`src/rtl/csle_pkg.sv`:
```
// Shared types, symbol codes, marker tables and the base-7 digit split
// for the color symbol line encoder. No dependencies.
`timescale 1ns / 1ps
`default_nettype none
package csle_pkg;

  typedef enum logic [2:0] {
    SYM_BLACK   = 3'd0,
    SYM_RED     = 3'd1,
    SYM_GREEN   = 3'd2,
    SYM_YELLOW  = 3'd3,
    SYM_BLUE    = 3'd4,
    SYM_MAGENTA = 3'd5,
    SYM_CYAN    = 3'd6,
    SYM_WHITE   = 3'd7
  } color_t;

  localparam int START_LEN = 9;
  localparam int END_LEN   = 3;

  localparam color_t START_MARKER [START_LEN] = '{
    SYM_CYAN, SYM_RED, SYM_YELLOW, SYM_CYAN, SYM_YELLOW,
    SYM_MAGENTA, SYM_CYAN, SYM_RED, SYM_WHITE
  };
  localparam color_t END_MARKER [END_LEN] = '{SYM_CYAN, SYM_MAGENTA, SYM_WHITE};

  // Positions in the full 18-symbol sequence of one byte
  localparam int IDX_W = 5;
  localparam logic [IDX_W-1:0] IDX_START    = 5'd0;
  localparam logic [IDX_W-1:0] IDX_BYTE     = 5'd9;
  localparam logic [IDX_W-1:0] IDX_BYTE_END = 5'd11;
  localparam logic [IDX_W-1:0] IDX_CSUM     = 5'd12;
  localparam logic [IDX_W-1:0] IDX_END      = 5'd15;
  localparam logic [IDX_W-1:0] IDX_LAST     = 5'd17;

  typedef struct packed {
    logic [2:0] d2;  // v / 49
    logic [2:0] d1;  // (v / 7) % 7
    logic [2:0] d0;  // v % 7
  } digits_t;

  // Base-7 split of a byte by reciprocal multiplies; exact for 0..255.
  function automatic digits_t split7(input logic [7:0] v);
    logic [17:0] p49;
    logic [2:0]  q49;
    logic [5:0]  r49;
    logic [10:0] p7;
    logic [2:0]  q7;
    digits_t     d;
    p49  = 18'(v) * 18'd669;
    q49  = p49[17:15];
    r49  = 6'(v - 8'(q49) * 8'd49);
    p7   = 11'(r49) * 11'd37;
    q7   = p7[10:8];
    d.d2 = q49;
    d.d1 = q7;
    d.d0 = 3'(r49 - 6'(q7) * 6'd7);
    return d;
  endfunction

endpackage
`default_nettype wire

```
`src/rtl/csle_if.sv`:
```
// Valid/ready channel interfaces: byte input and color symbol output.
// No dependencies.
`timescale 1ns / 1ps
`default_nettype none
interface csle_byte_if;
  logic       valid;
  logic       ready;
  logic [7:0] data_byte;
  logic       frame_end;
  modport source (output valid, output data_byte, output frame_end, input ready);
  modport sink   (input valid, input data_byte, input frame_end, output ready);
endinterface

interface csle_sym_if;
  logic       valid;
  logic       ready;
  logic [2:0] symbol;
  logic       symbol_final;
  modport source (output valid, output symbol, output symbol_final, input ready);
  modport sink   (input valid, input symbol, input symbol_final, output ready);
endinterface
`default_nettype wire

```
`src/rtl/color_symbol_line_encoder.sv`:
```
// Color symbol line encoder, top level.
// Depends on csle_pkg and the channel interfaces in csle_if.sv.
//
// Usage:
//  - in_bus (sink): one beat per frame byte, data_byte plus frame_end on the
//    last byte. A byte that opens a frame first yields the nine-symbol start
//    marker; every byte yields its three base-7 digits, MSB first; the last
//    byte also yields the checksum byte (negated byte sum mod 256) and the
//    three-symbol end marker. A symbol equal to the one before it goes out
//    as white, except the first symbol of a frame.
//  - out_bus (source): one color symbol per beat, symbol_final high on the
//    last symbol that an input byte causes.
//  - Flow: a byte is first held in the item registers, and its symbols then
//    pass through the output register. One symbol leaves per cycle while
//    out_bus does not stall.
//  - The next byte is accepted in the cycle its predecessor's last symbol
//    moves to the output register, so symbols stream with no gap.
//  - A stall on out_bus freezes the output register and the sequencer;
//    in_bus.ready drops until the held byte's last symbol gets out.
//  - Reset (rst_n low, synchronous): no frame open, sum and previous
//    symbol cleared, both channels empty.
`timescale 1ns / 1ps
`default_nettype none
module color_symbol_line_encoder
  import csle_pkg::*;
(
  input  wire logic  clk,
  input  wire logic  rst_n,
  csle_byte_if.sink  in_bus,
  csle_sym_if.source out_bus
);

  // Frame state
  logic [7:0] running_sum_r, running_sum_nxt;
  logic       inside_r, inside_nxt;
  logic [2:0] prev_r;

  // Held byte and its position in the symbol sequence
  logic             item_valid_r;
  logic [7:0]       item_byte_r;
  logic [7:0]       item_csum_r;
  logic             item_last_r;
  logic [IDX_W-1:0] idx_r, idx_nxt;

  // Output register
  logic       out_valid_r;
  logic [2:0] out_sym_r, out_sym_nxt;
  logic       out_final_r;

  logic       in_accept, emit, at_end;
  logic [7:0] sum_base, sum_new;
  digits_t    byte_dig, csum_dig;
  logic [2:0] raw_sym;

  assign emit   = item_valid_r && (!out_valid_r || out_bus.ready);
  assign at_end = (idx_r == (item_last_r ? IDX_LAST : IDX_BYTE_END));

  assign in_bus.ready = !item_valid_r || (emit && at_end);
  assign in_accept    = in_bus.valid && in_bus.ready;

  // Sum for the incoming byte; a new frame starts from zero
  assign sum_base = inside_r ? running_sum_r : 8'd0;
  assign sum_new  = sum_base + in_bus.data_byte;

  always_comb begin
    running_sum_nxt = running_sum_r;
    inside_nxt      = inside_r;
    idx_nxt         = idx_r;
    if (emit) begin
      idx_nxt = idx_r + 1'b1;
    end
    if (in_accept) begin
      idx_nxt         = inside_r ? IDX_BYTE : IDX_START;
      running_sum_nxt = in_bus.frame_end ? 8'd0 : sum_new;
      inside_nxt      = !in_bus.frame_end;
    end
  end

  assign byte_dig = split7(item_byte_r);
  assign csum_dig = split7(item_csum_r);

  always_comb begin
    case (idx_r) inside
      [IDX_START:IDX_BYTE-1'b1]:  raw_sym = START_MARKER[idx_r[3:0]];
      IDX_BYTE:                   raw_sym = byte_dig.d2;
      IDX_BYTE + 5'd1:            raw_sym = byte_dig.d1;
      IDX_BYTE_END:               raw_sym = byte_dig.d0;
      IDX_CSUM:                   raw_sym = csum_dig.d2;
      IDX_CSUM + 5'd1:            raw_sym = csum_dig.d1;
      IDX_CSUM + 5'd2:            raw_sym = csum_dig.d0;
      [IDX_END:IDX_LAST]:         raw_sym = END_MARKER[2'(idx_r - IDX_END)];
      default:                    raw_sym = SYM_WHITE;
    endcase
    // Repeat suppression; the frame's first symbol is never compared
    if (idx_r != IDX_START && raw_sym == prev_r) begin
      out_sym_nxt = SYM_WHITE;
    end else begin
      out_sym_nxt = raw_sym;
    end
  end

  always_ff @(posedge clk) begin
    if (!rst_n) begin
      running_sum_r <= 8'd0;
      inside_r      <= 1'b0;
      prev_r        <= SYM_BLACK;
      item_valid_r  <= 1'b0;
      out_valid_r   <= 1'b0;
      idx_r         <= IDX_START;
    end else begin
      running_sum_r <= running_sum_nxt;
      inside_r      <= inside_nxt;
      idx_r         <= idx_nxt;
      if (in_accept) begin
        item_valid_r <= 1'b1;
      end else if (emit && at_end) begin
        item_valid_r <= 1'b0;
      end
      if (emit) begin
        out_valid_r <= 1'b1;
        prev_r      <= out_sym_nxt;
      end else if (out_bus.ready) begin
        out_valid_r <= 1'b0;
      end
    end
  end

  // Payload registers
  always_ff @(posedge clk) begin
    if (in_accept) begin
      item_byte_r <= in_bus.data_byte;
      item_csum_r <= 8'd0 - sum_new;
      item_last_r <= in_bus.frame_end;
    end
    if (emit) begin
      out_sym_r   <= out_sym_nxt;
      out_final_r <= at_end;
    end
  end

  assign out_bus.valid        = out_valid_r;
  assign out_bus.symbol       = out_sym_r;
  assign out_bus.symbol_final = out_final_r;

endmodule
`default_nettype wire

```
`src/flat_wrapper.sv`:
```
// flat-port wrapper written by rule: the top's interface ports become plain ports
module color_symbol_line_encoder_flat import csle_pkg::*;
  (clk, rst_n, in_bus_valid, in_bus_data_byte, in_bus_frame_end, in_bus_ready, out_bus_valid, out_bus_symbol, out_bus_symbol_final, out_bus_ready);
  csle_byte_if in_bus_i ();
  csle_sym_if out_bus_i ();
  input  wire logic clk;
  input  wire logic rst_n;
  input wire logic [$bits(in_bus_i.valid)-1:0] in_bus_valid;
  input wire logic [$bits(in_bus_i.data_byte)-1:0] in_bus_data_byte;
  input wire logic [$bits(in_bus_i.frame_end)-1:0] in_bus_frame_end;
  output wire logic [$bits(in_bus_i.ready)-1:0] in_bus_ready;
  output wire logic [$bits(out_bus_i.valid)-1:0] out_bus_valid;
  output wire logic [$bits(out_bus_i.symbol)-1:0] out_bus_symbol;
  output wire logic [$bits(out_bus_i.symbol_final)-1:0] out_bus_symbol_final;
  input wire logic [$bits(out_bus_i.ready)-1:0] out_bus_ready;
  assign in_bus_i.valid = in_bus_valid;
  assign in_bus_i.data_byte = in_bus_data_byte;
  assign in_bus_i.frame_end = in_bus_frame_end;
  assign in_bus_ready = in_bus_i.ready;
  assign out_bus_valid = out_bus_i.valid;
  assign out_bus_symbol = out_bus_i.symbol;
  assign out_bus_symbol_final = out_bus_i.symbol_final;
  assign out_bus_i.ready = out_bus_ready;
  color_symbol_line_encoder u_core (.clk(clk), .rst_n(rst_n), .in_bus(in_bus_i), .out_bus(out_bus_i));
endmodule
```
`config.mk`:
```
export PLATFORM = sky130hd
export DESIGN_NAME = color_symbol_line_encoder_flat
export DESIGN_NICKNAME = d
export VERILOG_FILES = /design/src/rtl/csle_pkg.sv /design/src/rtl/csle_if.sv /design/src/rtl/color_symbol_line_encoder.sv /design/src/flat_wrapper.sv
export SDC_FILE = /design/constraint.sdc
export NUM_CORES = 1
export LEC_CHECK = 0
export BUFFER_PORTS_ARGS = -buffer_cell sky130_fd_sc_hd__buf_2
export CAP_MARGIN = 20
export CORE_MARGIN = 2
export CORE_UTILIZATION = 60
export DETAILED_ROUTE_END_ITERATION = 7
export PLACE_DENSITY = 0.77
export SYNTH_ARGS = -nofsm -noshare
export SYNTH_HDL_FRONTEND = slang
export SYNTH_SLANG_ARGS = --single-unit
```
`constraint.sdc`:
```
create_clock -name clk -period 19.55 [get_ports clk]
set_clock_uncertainty 0.1 [all_clocks]
set_input_delay 2.9325 -clock clk [delete_from_list [all_inputs] [get_ports clk]]
set_output_delay 2.9325 -clock clk [all_outputs]
set_load 0.01 [all_outputs]
```
---- After elaboration in Yosys (flattened, before gate mapping) ----
Memories as Yosys holds them, arrays and structs flattened.
Cells that the tools add are included.
word-level totals
  bits in registers ....................... 40
  ROM bits ................................ 48
  logic and storage cells ................. 83
  memories ................................ 1
  bits in latches ......................... 0
  memory bits (writable) .................. 0
memory list
  memory            depth  width  read ports  clocked after memory_dff  wr ports  RTL line                         source
  (name not given)  16     3      1           0                         0         color_symbol_line_encoder.sv:84  [IDX_START:IDX_BYTE-1'b1]: raw_sym = START_MARKER[idx_r[3:0]];
operators by class
  $mul .................................... 8
  div/mod/pow operators ................... 0
  bitwise operators ....................... 2
  eq/ne operators ......................... 8
  shift operators ......................... 0
  reductions and logical operators ........ 15
  mux-type cells .......................... 24
  add/subtract/negate cells ............... 8
  order comparisons ....................... 6
operators by type and width
  cell                                                            number
  two-way mux 3 bit                                               13
  multiplier 8 x 10 -> 18 bit, second input constant              2
  == test 5 x 4 -> 1 bit, second input constant                   6
  multiplier 6 x 6 -> 11 bit, second input constant               2
  two-way mux 8 bit                                               2
  two-way mux 5 bit                                               3
  multiplier 3 x 6 -> 6 bit, second input constant                2
  subtractor 6 bit                                                2
  adder 8 bit                                                     1
  subtractor 1 x 8 -> 8 bit, first input constant                 1
  binary-select mux 3 bit (select 2 bit)                          1
  logical AND 1 bit                                               6
  multiplier 3 x 1 -> 3 bit, second input constant                2
  nonzero test 2 bit                                              3
  subtractor 3 bit                                                2
  adder 5 x 1 -> 5 bit, second input constant                     1
  == test 5 bit                                                   1
  >= comparator 5 x 1 -> 1 bit, second input constant             1
  >= comparator 5 x 4 -> 1 bit, second input constant             1
  >= comparator 5 bit, second input constant                      1
  less-or-equal comparator 5 x 4 -> 1 bit, second input constant  1
  less-or-equal comparator 5 bit, second input constant           1
  inverter 4 -> 5 bit                                             1
  nonzero test 5 bit                                              1
  other kinds (8)                                                 14

---- Logic depth before layout (Yosys ltp) ----
Gate-level depths: netlist of the first run.
  depth after elaboration ................. 16
  mapped depth ............................ 43

---- Least setup slack after synthesis of the first run ----
Ideal clock, no wire load.
  path kind ............................... reg-to-reg
  start point ............................. register u_core.item_csum_r[5]
  end point ............................... register u_core.out_sym_r[1], in the netlist u_core.out_bus.symbol[1], data pin
  period minus slack after synthesis ...... 10.060 ns
  data required time ...................... 19.191 ns
  slack ................................... 9.490 ns
  setup time .............................. 0.259 ns
  data arrival time ....................... 9.700 ns
  cell stages (with the launch flop) ...... 42
  path through ............................ edfxtp_1 fa_1 fa_1 fa_1 inv_1 fa_1 inv_1 ha_1 and4_1 nand2b_1 o21ba_1 or3_1 and2_1 ha_1 xnor2_1 xor2_1 or3_1 nor3_1 [... 6 more ...] fa_1 ha_1 and4_1 nand4_1 a21boi_0 nor2_1 xor2_1 fa_1 xnor2_1 o21ai_0 o211ai_1 o31ai_1 nor2b_1 a22o_1 or4_4 a2111o_1 nand3_2 nand2_1
between the ends
  longest elaborated chain between the ends .. 16
ends and longest elaborated chain
  what                                RTL line                          source
  start, declared                     color_symbol_line_encoder.sv:41   logic [7:0] item_csum_r;
  start signal, assigned              color_symbol_line_encoder.sv:132  item_csum_r <= 8'd0 - sum_new;
  multiplier 8 x 10 -> 18 bit         csle_pkg.sv:50                    p49 = 18'(v) * 18'd669;
  multiplier 3 x 6 -> 6 bit           csle_pkg.sv:52                    r49 = 6'(v - 8'(q49) * 8'd49);
  subtractor 6 bit                    csle_pkg.sv:52
  multiplier 6 x 6 -> 11 bit          csle_pkg.sv:53                    p7 = 11'(r49) * 11'd37;
  multiplier 3 x 1 -> 3 bit           csle_pkg.sv:57                    d.d0 = 3'(r49 - 6'(q7) * 6'd7);
  subtractor 3 bit                    csle_pkg.sv:57
  two-way mux 3 bit (2 in a row)      color_symbol_line_encoder.sv:83   case (idx_r) inside
  two-way mux 3 bit (*) (5 in a row)  color_symbol_line_encoder.sv:83
  == test 3 bit                       color_symbol_line_encoder.sv:95   if (idx_r != IDX_START && raw_sym == prev_r) begin
  logical AND 1 bit                   color_symbol_line_encoder.sv:95
  two-way mux 3 bit (*)               color_symbol_line_encoder.sv:95
  via u_core.out_sym_nxt[1]           color_symbol_line_encoder.sv:47   logic [2:0] out_sym_r, out_sym_nxt;
  end signal, assigned                color_symbol_line_encoder.sv:136  out_sym_r <= out_sym_nxt;
  end, declared                       color_symbol_line_encoder.sv:47
The timed path passes the listed nets; every way through them passes the cells marked *.
A chain may end at the register's enable or synchronous reset.

---- Worst setup path after layout of the first run ----
  start point ............................. register u_core.item_csum_r[5]
  end point ............................... register u_core.out_sym_r[0], in the netlist u_core.out_bus.symbol[0], data pin
Same word-level chain as after synthesis.

==> results of run 1 <==
path summary, 6_finish.rpt:
kind | end | slack (ps) | cells after the start
max | u_core.out_bus.symbol[0] | 8850 | 40
min | u_core.running_sum_r[5] | 420 | 2
max reg2reg | u_core.out_bus.symbol[0] | 8850 | 40
min reg2reg | u_core.running_sum_r[5] | 420 | 2
kinds of logic after synthesis:
| logic type | synth area share |
|---|---|
| buffers and inverters | 0.0669 |
| and+or+nand+nor | 0.139 |
| xor gates and xnor gates | 0.0665 |
| muxes | 0.0147 |
| DFF | 0.162 |
| adders and majority gates | 0.415 |
| AOI/OAI and AO/OA | 0.136 |
cell usage after synthesis, types with 2 or more instances:
master / instances
o21ai_1: 4
a21o_1: 8
o2111ai_1: 2
or3_1: 6
nor2b_1: 20
and4_1: 3
buf_2: 2
clkbuf_1: 10
nor2_1: 26
o31ai_1: 3
o21bai_1: 6
mux2i_1: 8
a211oi_1: 7
dfxtp_1: 19
nor3_1: 15
nand3b_1: 3
a31oi_1: 8
nand2b_1: 9
xnor3_1: 4
nand3_1: 12
o211ai_1: 2
edfxtp_1: 21
a22oi_1: 6
buf_1: 3
a211o_1: 2
a21boi_0: 3
or2_2: 3
a41o_1: 2
xor2_1: 14
a21oi_1: 40
nand2_1: 30
ha_1: 144
nor3b_1: 4
inv_1: 94
fa_1: 39
o21a_1: 7
o21ai_0: 18
o22ai_1: 3
and3_1: 5
nand4_1: 4
and3b_1: 2
xnor2_1: 23
and2_1: 14
per-stage QoR:
stage               area, um2  power (mW)  utilization
finish                   6540       0.936        0.643
global route             6540        1.05        0.643
CTS                      6540       0.942        0.642
detailed placement       6430       0.865        0.631
global placement         6430       0.823        0.631
floorplan                6230       0.689            -
flip-flops by register name (all words and copies together) (netlist names):
| signal | count |
|---|---|
| u_core.out_bus.valid | 1 |
| u_core.prev_r | 3 |
| u_core.out_bus.symbol | 3 |
| u_core.item_byte_r | 8 |
| u_core.idx_r | 5 |
| u_core.inside_r | 1 |
| u_core.item_csum_r | 8 |
| u_core.item_valid_r | 1 |
| u_core.out_bus.symbol_final | 1 |
| u_core.item_last_r | 1 |
| u_core.running_sum_r | 8 |
power groups by stage:
stage | logic, mW | clock network (mW) | registers [mW]
6_report | 0.768 | 0.0652 | 0.103
5_1_grt | 0.881 | 0.0694 | 0.104
4_1_cts | 0.772 | 0.0663 | 0.103
3_5_place_dp | 0.760 | 0 | 0.105
3_3_place_gp | 0.718 | 0 | 0.105
2_1_floorplan | 0.587 | 0 | 0.102
cells in the final DEF (no fill, tap or decap), types with 8 or more instances in the layout:
cell and instances:
inv_1 94, xor2_1 14, dfxtp_1 19, nand3_1 12
a31oi_1 8, and2_1 14, a21o_1 8, fa_1 39
buf_2 18, nor2_1 26, nand2_1 30, xnor2_1 23
o21ai_0 18, ha_1 144, nand2b_1 9, nor3_1 15
edfxtp_1 21, nor2b_1 20, a21oi_1 40, mux2i_1 8
final cells by class:
cell class                      count  area, um2  area share
Multi-Input combinational cell    525       4800       0.734
Inverter                           94        353      0.0539
Clock buffer                        6       93.8      0.0143
Clock inverter                      2       16.3     0.00249
Tap cell                          136        170      0.0260
Sequential cell                    40       1010       0.154
Timing Repair Buffer               19       97.6      0.0149
worst register-to-register path: cells and delay by family, from the launching register on:
family          cells  cell delay (ps)
buf+inv             2               90
simple gates       12             2330
flops               1              540
compound gates     10             2020
fa+ha+maj          11             4250
xor+xnor            5             1120
metal layers:
layer / global-route usage / up-vias / routed length [um]
met4: 0.0376 / 0 / 110
li1: - / 2385 / -
met5: 0 / - / 0
met2: 0.434 / 50 / 6290
met1: 0.314 / 2267 / 5820
met3: 0.0251 / 12 / 205
==> results.cfg, run 1 <==
[drt]
drc = 0
num_vias = 4714
drtIter0Drc = 249
dr.pass1.iters = 4
wl_per_cell_um = 15.1
wirelength_um = 12400
final_antenna_net_count = 0
vias_per_cell = 5.73

[grt]
antenna_found_initial = 0
grt_pass1_wl_um = 22000
grt_pass1_vias = 4849
grt_usage = 0.239
gr-total-overflow = 0
grt_max_degree = 23

[sta]
rsz0062_at_grt = no
timing_hold_violations_final = 0
relSlewSlack = 0.536
slew_viol_final = 0
tns_ps = 0
setup_slack_ps = 8850
tightest_slew_ps = 695
max_freq_mhz = 93.4
finalCritPeriodShare = 0.548
hold_ws_ps = 420
setup_viol = 0
finalCriticalPeriod_ps = 10700

[synthesis]
synth_nets = 871
synthTopCellsByArea = ha_1, fa_1, edfxtp_1
syn_avg_cell_area_um2 = 9.23
yosysTopAreaCell = ha_1
synth_async_sr_flop_share = 0
ys_types = 60
netlist_instances = 675
yosys_warnings = 0
synth_seq_cells = 40
synth_edf_count = 21
synth_top_area_share = 0.289
ys_seq_area_frac = 0.162
synthFlopType = edfxtp_1
syn-cell-area_mm2 = 0.00623

[clocking]
cts_resized = 0
h-tree-depth = 2
cts_setup_buffers = 0
clockBufferDepth = 2
ctsRootBufferMaster = clkbuf_8
clock_latency_ps = 300
cts_tree = built
clk_pin_slew_ps = 90
cts_buffers = 5
cts_sinks = 40
cts_hold_buf = 0

[run_status]
status = complete, no violations

[critical_path]
crit_start = u_core.item_csum_r[5]
worstSetupStartpointType = register
crit_top_cell = fa_1
slowest_stage = fa_1
arrival_ps = 10660
cp_top_family = adder cells
required_ps = 19510
cp_num_buf_inv = 2
cp-end-kind = register
crit_type = reg2reg
max_stage_delay_ps = 610
path_max_fanout = 6
reg2reg_from = u_core.item_csum_r[5]

[finish]
antennaDiodeCount = 0
area_growth_pct = 5.04
instances_no_fill = 822
layout.nets = 881
final_layout_size_suffix_gt1_frac = 0.0496
fillers = 845

[pwr]
switchingPower_mw = 0.461
p_int_mw = 0.475
ir_worst_vdd_v = 0.000125
swShare = 0.492
power.density_mw_per_mm2 = 143
cellLeakagePower_nw = 3.21
power_frac_comb = 0.820
p_seq_frac = 0.110
clkPwrFrac = 0.070

[placement]
dpl.cell_count = 813
dpl.hpwl_um = 10200
place_congestion = 0.903
port_buffers = 18
pre_cts_ws_ps = 8880

[worst_hold_path]
min_path_type = reg2reg
min_from = u_core.running_sum_r[5]

[floorplanning]
placementRows = 37
die_area_mm2 = 0.0112
die_width_um = 106
die_y_um = 106
initial_core_util = 0.612
coreArea_mm2 = 0.0102
io_pins = 19

[job]
cap_violations = 0
Power figures use the tool's default switching activity.
==> run 2, diff against run 1 <==
==> constraint.sdc (replaced) <==
create_clock -name clk -period 10.25 [get_ports clk]
set_clock_uncertainty 0.1 [all_clocks]
set_input_delay 1.5375 -clock clk [delete_from_list [all_inputs] [get_ports clk]]
set_output_delay 1.5375 -clock clk [all_outputs]
set_load 0.01 [all_outputs]
==> run 2 against run 1 <==
  * The run now ends with negative setup slack left
  * Global-route usage rose by 0.47 points
  * Largest power group unchanged
  * Power rose by 120%
  * Via count rose by 3.0%
  * Critical path type unchanged
  * Clock-buffer cell count did not move
  * Core utilization rose by 2.6 points
  * Sequential share of layout area fell by 0.61 points
  * Critical endpoint is now u_core.out_bus.symbol[1]
  * Largest cell class unchanged
==> results.cfg, run 2 (synthesis results as in run 1) <==
[finish]
area_growth_pct = 9.36
final_layout_size_suffix_gt1_frac = 0.110
layout.nets = 897
final-seq-area_mm2 = 0.00101
final_common_cell = ha_1
finalInstanceArea_mm2 = 0.00681
final_cell_mix = ha_1, inv_1, a21oi_1, fa_1, nand2_1
fillers = 809
multi_input_comb_area_mm2 = 0.00495
antennaDiodeCount = 0
largestRegisters = u_core.item_byte_r: 8 flops, u_core.item_csum_r: 8 flops, u_core.running_sum_r: 8 flops

[floorplanning]
die_area_mm2 = 0.0112
placementRows = 37
die_y_um = 106
initial_core_util = 0.612
die_width_um = 106
coreArea_mm2 = 0.0102
io_pins = 19

[drt]
dr.pass1.iters = 5
wl_per_cell_um = 15.6
final_antenna_net_count = 0
drtIter0Drc = 200
vias_per_cell = 5.79
drc = 0
wirelength_um = 13100
num_vias = 4854

[pwr]
power.density_mw_per_mm2 = 298
cellLeakagePower_nw = 3.30
ir_worst_vdd_v = 0.000214
totalPowerFinal_mw = 2.03

[grt]
use_met3 = 0.0300
gr-usage-met2 = 0.435
grt_pass1_vias = 5024
gr-total-overflow = 0
grt_usage = 0.244
use_met1 = 0.316
grt_pass1_wl_um = 22500
grt_max_degree = 23
top_usage_layer = met2
antenna_found_initial = 0

[critical_path]
max_stage_delay_ps = 540
crit_type = reg2reg
path_max_fanout = 4
rr_worst_depth = 41
slowest_stage = fa_1
worstSetupStartpointType = register
cp-end-kind = register
r2r_slack_ps = -6
rr_endpoint = u_core.out_bus.symbol[1]
crit_top_cell = fa_1
required_ps = 10200
reg2reg_from = u_core.item_csum_r[5]
arrival_ps = 10210

[sta]
tightest_slew_ps = 675
max_freq_mhz = 97.5
timing_hold_violations_final = 0
finalCriticalPeriod_ps = 10260
relSlewSlack = 0.550
setup_slack_ps = -6.00
finalCritPeriodShare = 1.00
rsz0062_at_grt = yes
slew_viol_final = 0
setup_viol = 1

[clocking]
h-tree-depth = 2
ctsRootBufferMaster = clkbuf_8
clk_pin_slew_ps = 90
cts_buffers = 5
cts_sinks = 40
clock_latency_ps = 300
cts_tree = built
clockBufferDepth = 2

[run_status]
violations = negative setup slack
status = finished with violations

[worst_hold_path]
holdPathStages = 2
min_to = u_core.running_sum_r[5]
min_from = u_core.running_sum_r[5]
min_path_type = reg2reg

[placement]
port_buffers = 18
place_area_mm2 = 0.00649
dpl.hpwl_um = 10500
place_congestion = 0.911

[job]
cap_violations = 0
run 2: timing repair:
action | CTS | global route
pin swaps | 9 | 22
hold endpoints to repair | 0 | 0
resized for setup | 6 | 31
buffers inserted | 3 | 4
hold buffers | 0 | 0
setup endpoints to repair | 4 | 6
run 2: power by group:
group | leakage, nW | switching (mW) | internal (mW)
logic | 2.89 | 0.914 | 0.795
registers | 0.353 | 0.0137 | 0.180
clock network | 0.0530 | 0.0629 | 0.0636
run 2: worst max-delay path: cells and delay by family, from the launching register on:
kind            cells  cell delay, ps
fa+ha+maj          12            4370
simple gates       15            2880
compound gates      7            1320
xor+xnor            4             780
flops               1             420
buf+inv             3             130
run 2: metrics by stage:
| stage | hold WS (ps) | utilization | instances | TNS [ps] | setup WS, ps |
|---|---|---|---|---|---|
| global route | 448 | 0.669 | 838 | -1370 | -387 |
| detailed placement | 398 | 0.638 | 822 | -1210 | -329 |
| floorplan | 354 | - | 675 | 0 | 190 |
| CTS | 419 | 0.653 | 833 | 0 | 19.0 |
| finish | 415 | 0.669 | 838 | -6.00 | -6.00 |
| global placement | 383 | 0.638 | 822 | 0 | 150 |
run 2: worst max path at each step:
stage                                from  cells after the start                        to
floorplan           u_core.item_csum_r[5]                     41  u_core.out_bus.symbol[1]
global placement    u_core.item_csum_r[5]                     40  u_core.out_bus.symbol[1]
detailed placement  u_core.item_csum_r[5]                     40  u_core.out_bus.symbol[1]
CTS                 u_core.item_csum_r[7]                     41  u_core.out_bus.symbol[1]
global route        u_core.item_csum_r[5]                     41  u_core.out_bus.symbol[1]
finish              u_core.item_csum_r[5]                     41  u_core.out_bus.symbol[1]
run 2: layout make-up:
cell class | instances | area share
clock buffer | 6 | 0.0138
sequential | 40 | 0.148
timing repair buffer | 35 | 0.0320
multi-input combinational | 525 | 0.727
inverter | 94 | 0.0518
tap | 136 | 0.0250
clock inverter | 2 | 0.00239
run 2: routing by layer:
metal | wire (um) | vias up | share of wire
met2 | 6650 | 104 | 0.51
li1 | - | 2414 | -
met4 | 238 | 0 | 0.018
met1 | 5840 | 2307 | 0.45
met3 | 371 | 29 | 0.028
met5 | 0 | - | 0
